--- src/hdl/sls_pkg.sv ---
// Shared types, character constants and column limits for the string literal span scanner.
`default_nettype none

package sls_pkg;

    // Field widths of the character and result items.
    localparam int CH_W  = 21;
    localparam int COL_W = 16;

    // Columns saturate at this value.
    localparam logic [COL_W-1:0] COLUMN_LIMIT = 16'hFFFF;

    // Character codes that steer the scan.
    localparam logic [CH_W-1:0] CHAR_NUL    = 21'd0;
    localparam logic [CH_W-1:0] CHAR_LF     = 21'd10;
    localparam logic [CH_W-1:0] CHAR_SPACE  = 21'd32;
    localparam logic [CH_W-1:0] CHAR_DQUOTE = 21'd34;
    localparam logic [CH_W-1:0] CHAR_SQUOTE = 21'd39;
    localparam logic [CH_W-1:0] CHAR_BSLASH = 21'd92;

    // Low byte bound for whitespace between two merging literals.
    localparam logic [7:0] BLANK_LOW_BYTE = 8'd32;

    // Scan modes.
    typedef enum logic [1:0] {
        MODE_OUTSIDE,
        MODE_INSIDE,
        MODE_ESCAPE,
        MODE_CLOSED
    } sls_mode_t;

    // Scanner state carried from one character to the next.
    typedef struct packed {
        sls_mode_t        mode;
        logic             quote_is_single;
        logic [COL_W-1:0] column;
        logic [COL_W-1:0] open_column;
        logic [COL_W-1:0] close_column;
        logic             seen_nonblank;
        logic             starts_flag;
        logic             ends_flag;
    } sls_state_t;

    // Result of one character; has_result marks that an item is produced.
    typedef struct packed {
        logic             has_result;
        logic             span_valid;
        logic [COL_W-1:0] span_begin;
        logic [COL_W-1:0] span_end;
        logic             line_done;
        logic             line_starts_with_quote;
        logic             line_ends_after_close;
    } sls_result_t;

    localparam sls_state_t STATE_RESET = '{
        mode:            MODE_OUTSIDE,
        quote_is_single: 1'b0,
        column:          '0,
        open_column:     '0,
        close_column:    '0,
        seen_nonblank:   1'b0,
        starts_flag:     1'b0,
        ends_flag:       1'b0
    };

endpackage

`default_nettype wire

--- src/hdl/sls_ch_if.sv ---
// Valid/ready channel that carries one character item.
`default_nettype none

interface sls_ch_if
    import sls_pkg::*;
();
    logic            valid;
    logic            ready;
    logic [CH_W-1:0] ch;

    modport source (output valid, output ch, input ready);
    modport sink (input valid, input ch, output ready);
endinterface

`default_nettype wire

--- src/hdl/sls_span_if.sv ---
// Valid/ready channel that carries one span and line result item.
`default_nettype none

interface sls_span_if
    import sls_pkg::*;
();
    logic             valid;
    logic             ready;
    logic             span_valid;
    logic [COL_W-1:0] span_begin;
    logic [COL_W-1:0] span_end;
    logic             line_done;
    logic             line_starts_with_quote;
    logic             line_ends_after_close;

    modport source (
        output valid, output span_valid, output span_begin, output span_end,
        output line_done, output line_starts_with_quote, output line_ends_after_close,
        input ready
    );
    modport sink (
        input valid, input span_valid, input span_begin, input span_end,
        input line_done, input line_starts_with_quote, input line_ends_after_close,
        output ready
    );
endinterface

`default_nettype wire

--- src/hdl/sls_step.sv ---
// Combinational scan step: next state and result for one character.
`default_nettype none

module sls_step
    import sls_pkg::*;
(
    input  sls_state_t        state,
    input  logic [CH_W-1:0]   ch,
    output sls_state_t        state_next,
    output sls_result_t       result
);

    logic            is_line_end;
    logic            is_quote;
    logic            is_blank_low;
    logic [CH_W-1:0] term;
    logic [COL_W-1:0] column_inc;

    // Character classes for the next-state and result blocks.
    assign is_line_end  = (ch == CHAR_NUL) || (ch == CHAR_LF);
    assign is_quote     = (ch == CHAR_DQUOTE) || (ch == CHAR_SQUOTE);
    assign is_blank_low = (ch[7:0] <= BLANK_LOW_BYTE);
    assign term         = state.quote_is_single ? CHAR_SQUOTE : CHAR_DQUOTE;
    assign column_inc   = (state.column >= COLUMN_LIMIT) ? COLUMN_LIMIT
                                                         : state.column + 1'b1;

    // Next state.
    always_comb
    begin
        state_next = state;
        if (is_line_end)
        begin
            state_next = STATE_RESET;
        end
        else
        begin
            if (!state.seen_nonblank && (ch > CHAR_SPACE))
            begin
                state_next.seen_nonblank = 1'b1;
                state_next.starts_flag   = (ch == CHAR_DQUOTE);
            end
            case (state.mode)
                MODE_OUTSIDE:
                begin
                    if (is_quote)
                    begin
                        state_next.open_column     = state.column;
                        state_next.quote_is_single = (ch == CHAR_SQUOTE);
                        state_next.mode            = MODE_INSIDE;
                    end
                end
                MODE_INSIDE:
                begin
                    if (ch == term)
                    begin
                        state_next.close_column = column_inc;
                        state_next.mode         = MODE_CLOSED;
                    end
                    else if (ch == CHAR_BSLASH)
                    begin
                        state_next.mode = MODE_ESCAPE;
                    end
                end
                MODE_ESCAPE:
                begin
                    state_next.mode = MODE_INSIDE;
                end
                MODE_CLOSED:
                begin
                    if (is_blank_low)
                    begin
                        state_next.mode = MODE_CLOSED;
                    end
                    else if (ch == term)
                    begin
                        state_next.mode = MODE_INSIDE;
                    end
                    else
                    begin
                        // The literal is finished and this character is rescanned outside.
                        state_next.ends_flag = 1'b0;
                        state_next.mode      = MODE_OUTSIDE;
                        if (is_quote)
                        begin
                            state_next.open_column     = state.column;
                            state_next.quote_is_single = (ch == CHAR_SQUOTE);
                            state_next.mode            = MODE_INSIDE;
                        end
                    end
                end
                default:
                begin
                    state_next.mode = MODE_OUTSIDE;
                end
            endcase
            state_next.column = column_inc;
        end
    end

    // Result of this character.
    always_comb
    begin
        result = '0;
        if (is_line_end)
        begin
            result.has_result             = 1'b1;
            result.line_done              = 1'b1;
            result.line_starts_with_quote = state.starts_flag;
            result.line_ends_after_close  = state.ends_flag || (state.mode == MODE_CLOSED);
            case (state.mode)
                MODE_INSIDE, MODE_ESCAPE:
                begin
                    // An unclosed literal runs to the line end.
                    result.span_valid = !state.quote_is_single;
                    result.span_begin = state.quote_is_single ? '0 : state.open_column;
                    result.span_end   = state.quote_is_single ? '0 : state.column;
                end
                MODE_CLOSED:
                begin
                    result.span_valid = !state.quote_is_single;
                    result.span_begin = state.quote_is_single ? '0 : state.open_column;
                    result.span_end   = state.quote_is_single ? '0 : state.close_column;
                end
                default:
                begin
                    result.span_valid = 1'b0;
                end
            endcase
        end
        else if ((state.mode == MODE_CLOSED) && !is_blank_low && (ch != term)
                 && !state.quote_is_single)
        begin
            result.has_result = 1'b1;
            result.span_valid = 1'b1;
            result.span_begin = state.open_column;
            result.span_end   = state.close_column;
        end
    end

endmodule

`default_nettype wire

--- src/hdl/string_literal_span_scanner.sv ---
// Output: a result item appears on spans in the cycle after its character is taken.
// Throughput: one character item per cycle; the single output register stalls the input
// only while it holds an item that spans has not taken.
// Reset: rst_n clears the scan state to outside any literal at column zero and empties
// the output register; the scan state also returns to reset at every line end.
// Top level of the string literal span scanner.
`default_nettype none

module string_literal_span_scanner
    import sls_pkg::*;
(
    input  wire         clk,
    input  wire         rst_n,
    sls_ch_if.sink      chars,
    sls_span_if.source  spans
);

    sls_state_t  state_reg;
    sls_state_t  state_next;
    sls_result_t step_result;

    logic             out_valid_reg;
    logic             out_valid_next;
    logic             span_valid_reg;
    logic [COL_W-1:0] span_begin_reg;
    logic [COL_W-1:0] span_end_reg;
    logic             line_done_reg;
    logic             starts_reg;
    logic             ends_reg;

    logic accept;
    logic accept_line_end;

    // The input is taken whenever the output register is empty or being drained.
    assign chars.ready     = !out_valid_reg || spans.ready;
    assign accept          = chars.valid && chars.ready;
    assign accept_line_end = accept && ((chars.ch == CHAR_NUL) || (chars.ch == CHAR_LF));

    sls_step u_step (
        .state      (state_reg),
        .ch         (chars.ch),
        .state_next (state_next),
        .result     (step_result)
    );

    // Scan state advances on every accepted item.
    always_ff @(posedge clk or negedge rst_n)
    begin
        if (!rst_n)
        begin
            state_reg <= STATE_RESET;
        end
        else if (accept)
        begin
            state_reg <= state_next;
        end
    end

    // Output register occupancy.
    always_comb
    begin
        if (accept && step_result.has_result)
        begin
            out_valid_next = 1'b1;
        end
        else if (spans.ready)
        begin
            out_valid_next = 1'b0;
        end
        else
        begin
            out_valid_next = out_valid_reg;
        end
    end

    always_ff @(posedge clk or negedge rst_n)
    begin
        if (!rst_n)
        begin
            out_valid_reg <= 1'b0;
        end
        else
        begin
            out_valid_reg <= out_valid_next;
        end
    end

    // Output payload is loaded with each produced item.
    always_ff @(posedge clk)
    begin
        if (accept && step_result.has_result)
        begin
            span_valid_reg <= step_result.span_valid;
            span_begin_reg <= step_result.span_begin;
            span_end_reg   <= step_result.span_end;
            line_done_reg  <= step_result.line_done;
            starts_reg     <= step_result.line_starts_with_quote;
            ends_reg       <= step_result.line_ends_after_close;
        end
    end

    assign spans.valid                  = out_valid_reg;
    assign spans.span_valid             = span_valid_reg;
    assign spans.span_begin             = span_begin_reg;
    assign spans.span_end               = span_end_reg;
    assign spans.line_done              = line_done_reg;
    assign spans.line_starts_with_quote = starts_reg;
    assign spans.line_ends_after_close  = ends_reg;

    // A line end always yields a line result in the next cycle.
    a_line_end_result: assert property (@(posedge clk) disable iff (!rst_n)
        accept_line_end |=> spans.valid && spans.line_done)
        else $error("line end did not produce a line result");

    // A line end returns the scan to the start of a fresh line.
    a_line_end_reset: assert property (@(posedge clk) disable iff (!rst_n)
        accept_line_end |=> (state_reg.column == '0) && (state_reg.mode == MODE_OUTSIDE)
                            && !state_reg.seen_nonblank)
        else $error("scan state not cleared after line end");

    // A reported span never ends before it begins.
    a_span_order: assert property (@(posedge clk) disable iff (!rst_n)
        spans.valid && spans.span_valid |-> spans.span_begin <= spans.span_end)
        else $error("span end lies before span begin");

    // An empty output register never stalls the input.
    a_ready_when_empty: assert property (@(posedge clk) disable iff (!rst_n)
        !out_valid_reg |-> chars.ready)
        else $error("input stalled with empty output register");

endmodule

`default_nettype wire

--- src/flat_wrapper.sv ---
// flat-port wrapper written by rule: the top's interface ports become plain ports
module string_literal_span_scanner_flat import sls_pkg::*;
  (clk, rst_n, chars_valid, chars_ch, chars_ready, spans_valid, spans_span_valid, spans_span_begin, spans_span_end, spans_line_done, spans_line_starts_with_quote, spans_line_ends_after_close, spans_ready);
  sls_ch_if chars_i ();
  sls_span_if spans_i ();
  input  wire clk;
  input  wire rst_n;
  input wire logic [$bits(chars_i.valid)-1:0] chars_valid;
  input wire logic [$bits(chars_i.ch)-1:0] chars_ch;
  output wire logic [$bits(chars_i.ready)-1:0] chars_ready;
  output wire logic [$bits(spans_i.valid)-1:0] spans_valid;
  output wire logic [$bits(spans_i.span_valid)-1:0] spans_span_valid;
  output wire logic [$bits(spans_i.span_begin)-1:0] spans_span_begin;
  output wire logic [$bits(spans_i.span_end)-1:0] spans_span_end;
  output wire logic [$bits(spans_i.line_done)-1:0] spans_line_done;
  output wire logic [$bits(spans_i.line_starts_with_quote)-1:0] spans_line_starts_with_quote;
  output wire logic [$bits(spans_i.line_ends_after_close)-1:0] spans_line_ends_after_close;
  input wire logic [$bits(spans_i.ready)-1:0] spans_ready;
  assign chars_i.valid = chars_valid;
  assign chars_i.ch = chars_ch;
  assign chars_ready = chars_i.ready;
  assign spans_valid = spans_i.valid;
  assign spans_span_valid = spans_i.span_valid;
  assign spans_span_begin = spans_i.span_begin;
  assign spans_span_end = spans_i.span_end;
  assign spans_line_done = spans_i.line_done;
  assign spans_line_starts_with_quote = spans_i.line_starts_with_quote;
  assign spans_line_ends_after_close = spans_i.line_ends_after_close;
  assign spans_i.ready = spans_ready;
  string_literal_span_scanner u_core (.clk(clk), .rst_n(rst_n), .chars(chars_i), .spans(spans_i));
endmodule
--- config.mk ---
export PLATFORM = sky130hd
export DESIGN_NAME = string_literal_span_scanner_flat
export DESIGN_NICKNAME = d
export VERILOG_FILES = /design/src/hdl/sls_pkg.sv /design/src/hdl/sls_ch_if.sv /design/src/hdl/sls_span_if.sv /design/src/hdl/sls_step.sv /design/src/hdl/string_literal_span_scanner.sv /design/src/flat_wrapper.sv
export SDC_FILE = /design/constraint.sdc
export NUM_CORES = 1
export LEC_CHECK = 0
export ABC_AREA = 1
export BUFFER_PORTS_ARGS = -buffer_cell sky130_fd_sc_hd__buf_2
export CORE_MARGIN = 2
export CORE_UTILIZATION = 27
export CTS_BUF_LIST = sky130_fd_sc_hd__clkbuf_8
export CTS_CLUSTER_SIZE = 14
export DETAILED_ROUTE_END_ITERATION = 7
export HOLD_SLACK_MARGIN = 0.06
export SKIP_LAST_GASP = 1
export SLEW_MARGIN = 30
export SYNTH_ARGS = -nofsm -noshare
export SYNTH_HDL_FRONTEND = slang
export SYNTH_HIERARCHICAL = 1
export SYNTH_SLANG_ARGS = --single-unit
--- constraint.sdc ---
create_clock -name clk -period 3.6 [get_ports clk]
set_input_delay 0.72 -clock clk [delete_from_list [all_inputs] [get_ports clk]]
set_output_delay 0.72 -clock clk [all_outputs]
set_load 0.02 [all_outputs]
Word level (Yosys, flattened, before mapping)
Cells that the tools add are included.
Widths: inputs -> output; s select.

word-level totals
  word-level logic and storage cells = 98
  output and inout bits = 38
  register bits = 91
  bits of input ports = 25

cells by class
  mux-type cells = 33
  reductions and logical operators = 30
  equal/unequal tests = 16
  add/subtract/negate cells = 1
  order comparisons = 3

operator list
  operator               number
  $mux 16                9
  $mux 34                2
  $pmux 32 s2            1
  $mux 54                1
  $eq 21x6->1 const B    2
  $pmux 16 s2            1
  $eq 21x4->1 const B    1
  $eq 21x6->1            1
  $eq 21x7->1 const B    1
  $gt 21x6->1 const B    1
  $logic_not 21->1       1
  $ne 21x6->1            1
  $add 16x1->16 const B  1
  $ge 16x16->1 const B   1
  $ne 3x3->1 const B     4
  $mux 2                 5
  $reduce_bool 2->1      5
  $mux 1                 9
  $mux 3                 3
  $le 8x6->1 const B     1
  $pmux 2 s4             1
  $reduce_and 4->1       2
  $logic_and 1x1->1      6
  $reduce_and 3->1       2
  13 further kinds       21

Logic depth before layout (Yosys ltp)
Gate-level depths: netlist of the first run.

  word-level depth = 9
  gate-level depth with buffers = 14

Cells and area by module
Netlist of the first run, hierarchy kept.

by module, submodules not included
  module                       sequential area each (µm²)  cells an instance  area an instance (µm²)  times used
  string_literal_span_scanner  2457.4                      277                3324.4                  1
  sls_step                     0.0                         615                2996.6                  1

Least setup slack after synthesis of the first run
OpenSTA, ideal clock, no wires.

  kind = input port to flip-flop
  from = in chars_ch[7]
  to = reg u_core.line_done_reg (netlist: u_core/spans.line_done) (enable)
  stages = 7
  setup slack = 0.129 ns
  library setup time = 0.429 ns
  arrival = 3.042 ns
  required time = 3.171 ns
  buffers on the path = 0
  cells stage by stage = nor2_1 nand2_1 nor4_1 nand2_2 nand2_2 inv_1 nor2_1

RTL lines
  element               RTL line                           RTL
  start, declared       flat_wrapper.sv:9                  input wire logic [$bits(chars_i.ch)-1:0] chars_ch;
  end signal, assigned  string_literal_span_scanner.sv:96  line_done_reg <= step_result.line_done;
  end, declared         string_literal_span_scanner.sv:27  logic line_done_reg;

==> results.json, run 1 <==
{
  "cp-end-kind": "flip-flop",
  "crit_path_start_kind": "flip-flop",
  "path_class": "flip-flop to flip-flop",
  "root_buffer": "clkbuf_8",
  "rows": 55,
  "grt_usage_pct": 15.5,
  "cts_buffer_depth": 2,
  "peakVddDrop_mv": 0.251,
  "synth_cell_types": 37,
  "coreArea_sq_um": 22800,
  "rsz0062_at_grt": "false",
  "synth_fp_nets": 922,
  "crit_start": "u_core/state_reg[52]",
  "path_max_fanout": 19,
  "grt_pass1_vias": 5718,
  "power_density_nw_per_um2": 557,
  "yosysTopAreaCellShare_pct": 21.8,
  "period_share_pct": 72.1,
  "cts_resized": 0,
  "pin_count": 63,
  "drive_gt1_share_pct": 15.4,
  "ant_nets": 0,
  "initial_core_util_pct": 27.8,
  "synth-async-reset-ratio_pct": 60.4,
  "grt_overflow": 0,
  "dieArea_sq_um": 24700,
  "worstPathCellList": "ha_1, inv_2, nor2_2, clkinv_1, a21oi_2, nor2_4, nor3_1",
  "max_stage_delay_ns": 0.51,
  "worstPathRequired_ns": 3.81,
  "synth_edf_count": 36,
  "yosysWarnings": 6,
  "gp_congestion": 0.850,
  "outcome": "complete, no violations",
  "grt_pass1_wl_mm": 30.3,
  "min_period_ns": 2.59,
  "hold_path_class": "input port to async pin",
  "crit_end": "u_core/spans.span_begin[3]",
  "synth_area_leaders": "dfrtp_1 (22%), edfxtp_1 (17%), nand2_1 (14%)",
  "relSlewSlack_pct": 36.7,
  "hpwl_mm": 12.7,
  "hold_viol_final": 0,
  "avgSynthCellArea_sq_um": 7.09,
  "grt_max_degree": 56,
  "dpl_cell_area_sq_um": 6790,
  "htree_levels": 3,
  "drv_cap": 0,
  "largest_register_ffs": 54,
  "fp.dieW_um": 157,
  "fin_tns_setup_ns": 0,
  "timing.rr.start": "u_core/state_reg[52]",
  "yosys.area.top_type": "dfrtp_1",
  "viasPerCell": 4.90,
  "port_buffers": 62,
  "cts_tree": "done",
  "numCtsBuffers": 9,
  "fmax_mhz": 385,
  "drt-total-wl_mm": 18.7,
  "synth_seq_cells": 91,
  "p_leak_nw": 3.28,
  "slew_violations": 0,
  "r2r-end": "u_core/spans.span_begin[3]",
  "post-cts-setup-buffers": 0,
  "final_common_cell": "nand2_1",
  "rrSetupSlack_ns": 1.01,
  "slowest_stage": "clkinv_1",
  "die_h_um": 157,
  "arrival_ns": 2.81,
  "setup_viol": 0,
  "remaining_drc_errors": 0,
  "wl_per_cell_um": 15.0,
  "syn_area_sq_um": 6320,
  "drt_pass1_iterations": 5,
  "clock-sinks": 91,
  "final_cell_mix": "nand2_1 (240), nand3_1 (150), inv_1 (105), buf_2 (62), o21ai_0 (56)",
  "synth_cells": 892,
  "final_area_sq_um": 6970,
  "fin_worst_skew_ns": 0.0210,
  "ys_seq_area_share_pct": 38.9,
  "clk_latency_ns": 0.40,
  "tightest_slew_ns": 0.948,
  "vias": 6108,
  "cts.clk_slew.worst_paths_ns": 0.10,
  "r2r_cells": 7,
  "ctsHoldBuffers": 0,
  "ys.flop_type": "dfrtp_1",
  "antenna_found_initial": 0,
  "antennaDiodeCount": 0,
  "syn_to_final_growth_pct": 10.3,
  "nets": 958,
  "initialDrtViolationCount": 707
}
-- per-layer routing --
metal | global-route usage [%] | vias up | wire [um]
met5 | 0 | - | 0
met4 | 4.50 | 0 | 225
met3 | 3.58 | 26 | 1310
met2 | 25.4 | 239 | 8860
met1 | 20.5 | 2851 | 8320
li1 | - | 2992 | -
-- cell usage after synthesis (2+ instances only) --
cell type and instances:
inv_1 105, o31ai_1 2, nand2_2 6, nor4_1 2
nand4_1 5, nor3_2 11, nand2_1 240, dfrtp_1 55
nor2_2 7, buf_2 13, buf_1 4, inv_2 7
buf_4 8, o21ai_1 3, nor2_4 5, o22ai_1 16
nor3_1 10, buf_6 13, a21oi_1 37, nand3_1 150
nand3_2 3, clkinv_1 2, o21ai_0 56, nand2_4 4
xor2_1 3, edfxtp_1 36, ha_1 5, a31oi_1 4
a21oi_2 9, clkbuf_1 9, nor2_1 56
-- cell families after synthesis --
logic type / count (synthesis) / synth area share (%)
simple gates: 501 / 36.2
buf+inv: 162 / 11.9
compound gates: 130 / 11.6
flops: 91 / 38.9
fa+ha+maj: 5 / 0.990
xor+xnor: 3 / 0.416
-- power breakdown --
| part | internal, mW | switching [mW] | total (mW) |
|---|---|---|---|
| clock | 0.263 | 0.417 | 0.680 |
| sequential | 1.26 | 0.179 | 1.44 |
| combinational | 0.588 | 1.18 | 1.77 |
| total | 2.11 | 1.78 | 3.88 |
-- worst min path at each step --
stage	end	cells past startpoint
after floorplan	u_core/spans.valid	0
after global placement	u_core/state_reg[11]	2
after detailed placement	u_core/state_reg[11]	2
after CTS	u_core/state_reg[11]	2
after global routing	u_core/state_reg[9]	2
final	u_core/state_reg[13]	2
-- cell type report --
cell class              instances  area (sq um)
multi-input cells             639          3120
fillers                      2469         15800
repair buffers                 73           393
clock buffers                   9           124
well taps                     313           392
clock inverters                 7          62.6
flip-flops and latches         91          2460
inverters                     114           428
-- through the flow --
stage          util (%)  instances  power [mW]  setup slack (ns)  hold WS (ns)
6_report           30.6       1246        3.88              1.01         0.488
5_1_grt            30.6       1246        4.20             0.814         0.521
4_1_cts            30.6       1246        3.89              1.07         0.499
3_5_place_dp       29.8       1230        3.19             0.900         0.476
3_3_place_gp       29.8       1230        3.18             0.935         0.456
2_1_floorplan         -        892        2.77             0.129         0.424
-- worst max-delay path, delay by kind of cell, from the launching register on --
family,cells,cell delay (ns)
flops,1,0.45
buf+inv,2,0.72
compound gates,1,0.36
simple gates,3,0.60
fa+ha+maj,1,0.27
(Power assumes the default switching activity.)
==> inputs of run 2 (changes only) <==
Clock period 3.6 ns to 2.65 ns, I/O delays scaled along.
==> run 2 against run 1 <==
Net effect: worst setup slack worse by 0.62 ns; die area stayed put; register-to-register slack worse by 0.62 ns; largest cell class unchanged.
==> results.json, run 2 (synthesis gave the netlist of run 1 again) <==
{
  "outcome": "complete, no violations",
  "clock-sinks": 91,
  "hold_path_class": "input port to async pin",
  "multi_input_area_sq_um": 3120,
  "grt_pass1_vias": 5676,
  "setup_viol": 0,
  "cts_tree": "done",
  "remaining_drc_errors": 0,
  "pin_count": 63,
  "fin_tns_setup_ns": 0,
  "grt_usage_pct": 15.7,
  "final_cell_mix": "nand2_1 (240), nand3_1 (150), inv_1 (106), buf_2 (62), o21ai_0 (56)",
  "cts_resized": 0,
  "clk_latency_ns": 0.39,
  "antenna_found_initial": 0,
  "peakVddDrop_mv": 0.290,
  "worstPathRequired_ns": 2.96,
  "rrSetupSlack_ns": 0.38,
  "timing.rr.start": "u_core/state_reg[35]",
  "numCtsBuffers": 9,
  "drv_cap": 0,
  "tightest_slew_ns": 0.655,
  "initialDrtViolationCount": 628,
  "power_density_nw_per_um2": 757,
  "wl_per_cell_um": 15.1,
  "slew_violations": 0,
  "max_stage_delay_ns": 0.47,
  "antennaDiodeCount": 0,
  "gp_congestion": 0.845,
  "coreArea_sq_um": 22800,
  "viasPerCell": 4.91,
  "hpwl_mm": 12.7,
  "largest_register_ffs": 54,
  "post-cts-setup-buffers": 0,
  "path_max_fanout": 12,
  "rows": 55,
  "final_common_cell": "nand2_1",
  "ctsHoldBuffers": 0,
  "grt_max_degree": 56,
  "worstPathCellList": "ha_1, nand3_1, nor2_2, nand2_2, nor2_4, nand3_2, nand2_1, nor2_1, a211oi_1, nand3_1, nand2_1",
  "slowest_stage": "dfrtp_1",
  "dieArea_sq_um": 24700,
  "initial_core_util_pct": 27.8,
  "arrival_ns": 2.57,
  "fp.dieW_um": 157,
  "fmax_mhz": 441,
  "die_h_um": 157,
  "grt_pass1_wl_mm": 30.5,
  "cts_buffer_depth": 2,
  "grt_overflow": 0,
  "nets": 971,
  "final_area_sq_um": 7110,
  "cp-end-kind": "flip-flop",
  "drive_gt1_share_pct": 16.4,
  "port_buffers": 62,
  "drt-total-wl_mm": 19.1,
  "cts.clk_slew.worst_paths_ns": 0.10,
  "crit_path_start_kind": "flip-flop",
  "relSlewSlack_pct": 56.3,
  "syn_to_final_growth_pct": 12.4,
  "root_buffer": "clkbuf_8",
  "r2r_cells": 11,
  "min_period_ns": 2.27,
  "path_class": "flip-flop to flip-flop",
  "n_fill_cell": 2467,
  "seq_area_sq_um": 2460,
  "rsz0062_at_grt": "false",
  "final_core_util_pct": 31.2,
  "holdWs_ns": 0.143,
  "p_leak_nw": 3.35,
  "r2r-end": "u_core/state_reg[11]",
  "ant_nets": 0,
  "period_share_pct": 85.5,
  "drt_pass1_iterations": 6,
  "dpl_cell_area_sq_um": 6920,
  "fin_worst_skew_ns": 0.0234,
  "hold_viol_final": 0,
  "vias": 6180,
  "htree_levels": 3
}
-- run 2: worst max path at each step --
stage	startpoint	endpoint	cells after the start
floorplan	chars_ch[7]	u_core/spans.line_done	7
detailed placement	chars_ch[19]	u_core/state_reg[27]	12
CTS	u_core/state_reg[35]	u_core/state_reg[11]	11
global placement	chars_ch[19]	u_core/state_reg[23]	12
finish	u_core/state_reg[35]	u_core/state_reg[11]	11
global route	u_core/state_reg[35]	u_core/state_reg[11]	11
-- run 2: where the power goes --
part | total (mW) | switching [mW] | internal (mW)
combinational | 2.47 | 1.63 | 0.842
sequential | 1.95 | 0.242 | 1.71
clock | 0.956 | 0.531 | 0.425
-- run 2: worst max-delay path, delay by kind of cell (launching register included) --
kind                     cells  cell delay [ns]
adder cells (fa/ha/maj)      1             0.23
flip-flops                   1             0.47
AO/OA/AOI/OAI                1             0.18
AND/OR/NAND/NOR              9             1.30
-- run 2: layout make-up --
cell class                      instances  area share [%]
Multi-Input combinational cell        639            43.9
Sequential cell                        91            34.6
Tap cell                              313            5.51
Clock buffer                            9            1.74
Clock inverter                          7           0.845
Inverter                              114            6.02
Timing Repair Buffer                   86            7.43
-- run 2: per-stage QoR --
stage | worst slack (ns) | total power [mW] | std cells
6_report | 0.385 | 5.38 | 1259
5_1_grt | 0.178 | 5.81 | 1259
4_1_cts | 0.420 | 5.37 | 1259
3_5_place_dp | 0.291 | 4.40 | 1243
3_3_place_gp | 0.301 | 4.37 | 1243
2_1_floorplan | 0.342 | 3.76 | 892
-- run 2: layer usage --
metal	vias up	GRT usage (%)	share of wire, %	wire length [um]
li1	3014	-	-	-
met1	2920	21.6	45	8620
met2	228	25.5	47	9000
met3	18	2.40	6.5	1240
met4	0	4.59	1.1	208
met5	-	0	0	0
==> inputs of run 3 (changes only) <==
Settings changed: CORE_UTILIZATION 27 to 39.
==> run 3 against run 2 <==
Net effect: clock power increased by 9%; design area decreased by 2.1%; non-clock buffer count decreased by 4; die area decreased by 30%; sequential power about the same; register-to-register slack improved by 0.08 ns; via count decreased by 0.34%; routed wire length decreased by 3.4%; worst hold slack improved by 0.16 ns.
==> results.json, run 3 (synthesis gave the netlist of run 1 again) <==
{
  "final_area_sq_um": 6950,
  "dieArea_sq_um": 17200,
  "grt_overflow": 0,
  "cpMostUsedCell": "nand2_1",
  "initialDrtViolationCount": 759,
  "arrival_ns": 2.46,
  "cts_buffer_depth": 2,
  "min_period_ns": 2.18,
  "hold_path_class": "input port to async pin",
  "period_share_pct": 82.3,
  "post-cts-setup-buffers": 0,
  "outcome": "complete, no violations",
  "grt_usage_pct": 21.4,
  "cp-end-kind": "flip-flop",
  "antenna_found_initial": 0,
  "numCtsBuffers": 9,
  "grt_pass1_vias": 5520,
  "clk_latency_ns": 0.39,
  "cts_tree": "done",
  "final_common_cell": "nand2_1",
  "largest_register_ffs": 54,
  "cts.clk_slew.worst_paths_ns": 0.09,
  "wl_per_cell_um": 15.9,
  "drt_pass1_iterations": 6,
  "path_class": "flip-flop to flip-flop",
  "coreArea_sq_um": 15900,
  "root_buffer": "clkbuf_8",
  "power_density_nw_per_um2": 785,
  "dpl_cell_area_sq_um": 6750,
  "cts_resized": 0,
  "antennaDiodeCount": 0,
  "die_h_um": 131,
  "fin_tns_setup_ns": 0,
  "nets": 967,
  "gp_congestion": 0.882,
  "peakVddDrop_mv": 0.478,
  "htree_levels": 3,
  "rows": 46,
  "clock-sinks": 91,
  "setup_viol": 0,
  "drv_cap": 0,
  "fin_worst_skew_ns": 0.00999,
  "port_buffers": 62,
  "fp.dieW_um": 131,
  "grt_pass1_wl_mm": 29.8,
  "vias": 6159,
  "slew_violations": 0,
  "hpwl_mm": 12.1,
  "fmax_mhz": 459,
  "relSlewSlack_pct": 47.6,
  "hold_viol_final": 0,
  "crit_path_start_kind": "flip-flop",
  "ctsHoldBuffers": 0,
  "tightest_slew_ns": 0.786,
  "rsz0062_at_grt": "false",
  "path_max_fanout": 5,
  "ant_nets": 0,
  "final_cell_mix": "nand2_1 (240), nand3_1 (150), inv_1 (106), buf_2 (62), o21ai_0 (56)",
  "max_stage_delay_ns": 0.45,
  "grt_max_degree": 56,
  "drive_gt1_share_pct": 16.1,
  "worstPathRequired_ns": 2.93,
  "worstPathCellList": "inv_1, nor3_2, nand3_1, nor2_1, xor2_1, nand2_1, nand2_1, inv_1, nand3_1, nand2_1",
  "pin_count": 63,
  "p_leak_nw": 3.34,
  "remaining_drc_errors": 0,
  "drt-total-wl_mm": 18.4,
  "syn_to_final_growth_pct": 10.0,
  "initial_core_util_pct": 39.8,
  "viasPerCell": 5.32,
  "r2r_cells": 10,
  "slowest_stage": "dfrtp_1",
  "holdWs_ns": 0.304
}
-- run 3: cell count changes in the layout (fill, tap and decap cells not counted), sizes merged --
cell,before,now
buf,86,82
bufinv,1,2
clkinvlp,1,0
-- run 3: worst max-delay path: cells and delay by family, from the launching register on --
| kind | cells | cell delay [ns] |
|---|---|---|
| AND/OR/NAND/NOR | 7 | 1.11 |
| flip-flops | 1 | 0.45 |
| XOR/XNOR | 1 | 0.31 |
| buffers and inverters | 2 | 0.21 |
-- run 3: final timing paths --
check,start,end,slack [ns]
min,rst_n,u_core/state_reg[8],0.30
max,u_core/state_reg[37],u_core/state_reg[42],0.47
max in group asynchronous,rst_n,u_core/state_reg[36],1.83
max reg2reg,u_core/state_reg[37],u_core/state_reg[42],0.47
min in group clk,u_core/state_reg[14],u_core/state_reg[14],0.50
min reg2reg,u_core/state_reg[14],u_core/state_reg[14],0.50
-- run 3: metrics by stage --
step	setup WS (ns)	cells	total power [mW]	utilization (%)
floorplan	0.342	892	3.76	-
global placement	0.306	1142	4.38	42.5
detailed placement	0.303	1142	4.40	42.5
CTS	0.522	1158	5.44	43.8
global route	0.253	1158	5.86	43.8
finish	0.469	1158	5.46	43.8
-- run 3: cell type report --
class / instances / area [sq um]
Clock buffer: 9 / 124
Clock inverter: 7 / 83.8
Fill cell: 1661 / 8930
Inverter: 114 / 428
Multi-Input combinational cell: 639 / 3120
Sequential cell: 91 / 2460
Tap cell: 216 / 270
Timing Repair Buffer: 82 / 473
-- run 3: power breakdown --
part | switching, mW | internal [mW] | total, mW
logic | 1.64 | 0.832 | 2.47
registers | 0.241 | 1.71 | 1.95
clock network | 0.519 | 0.522 | 1.04
-- run 3: metal layers --
layer / global-route usage (%) / up-vias / part of all wire, %
li1: - / 3008 / -
met1: 30.3 / 2886 / 46
met3: 4.17 / 20 / 7.2
met5: 0 / - / 0
met2: 33.2 / 245 / 45
met4: 5.98 / 0 / 1.6
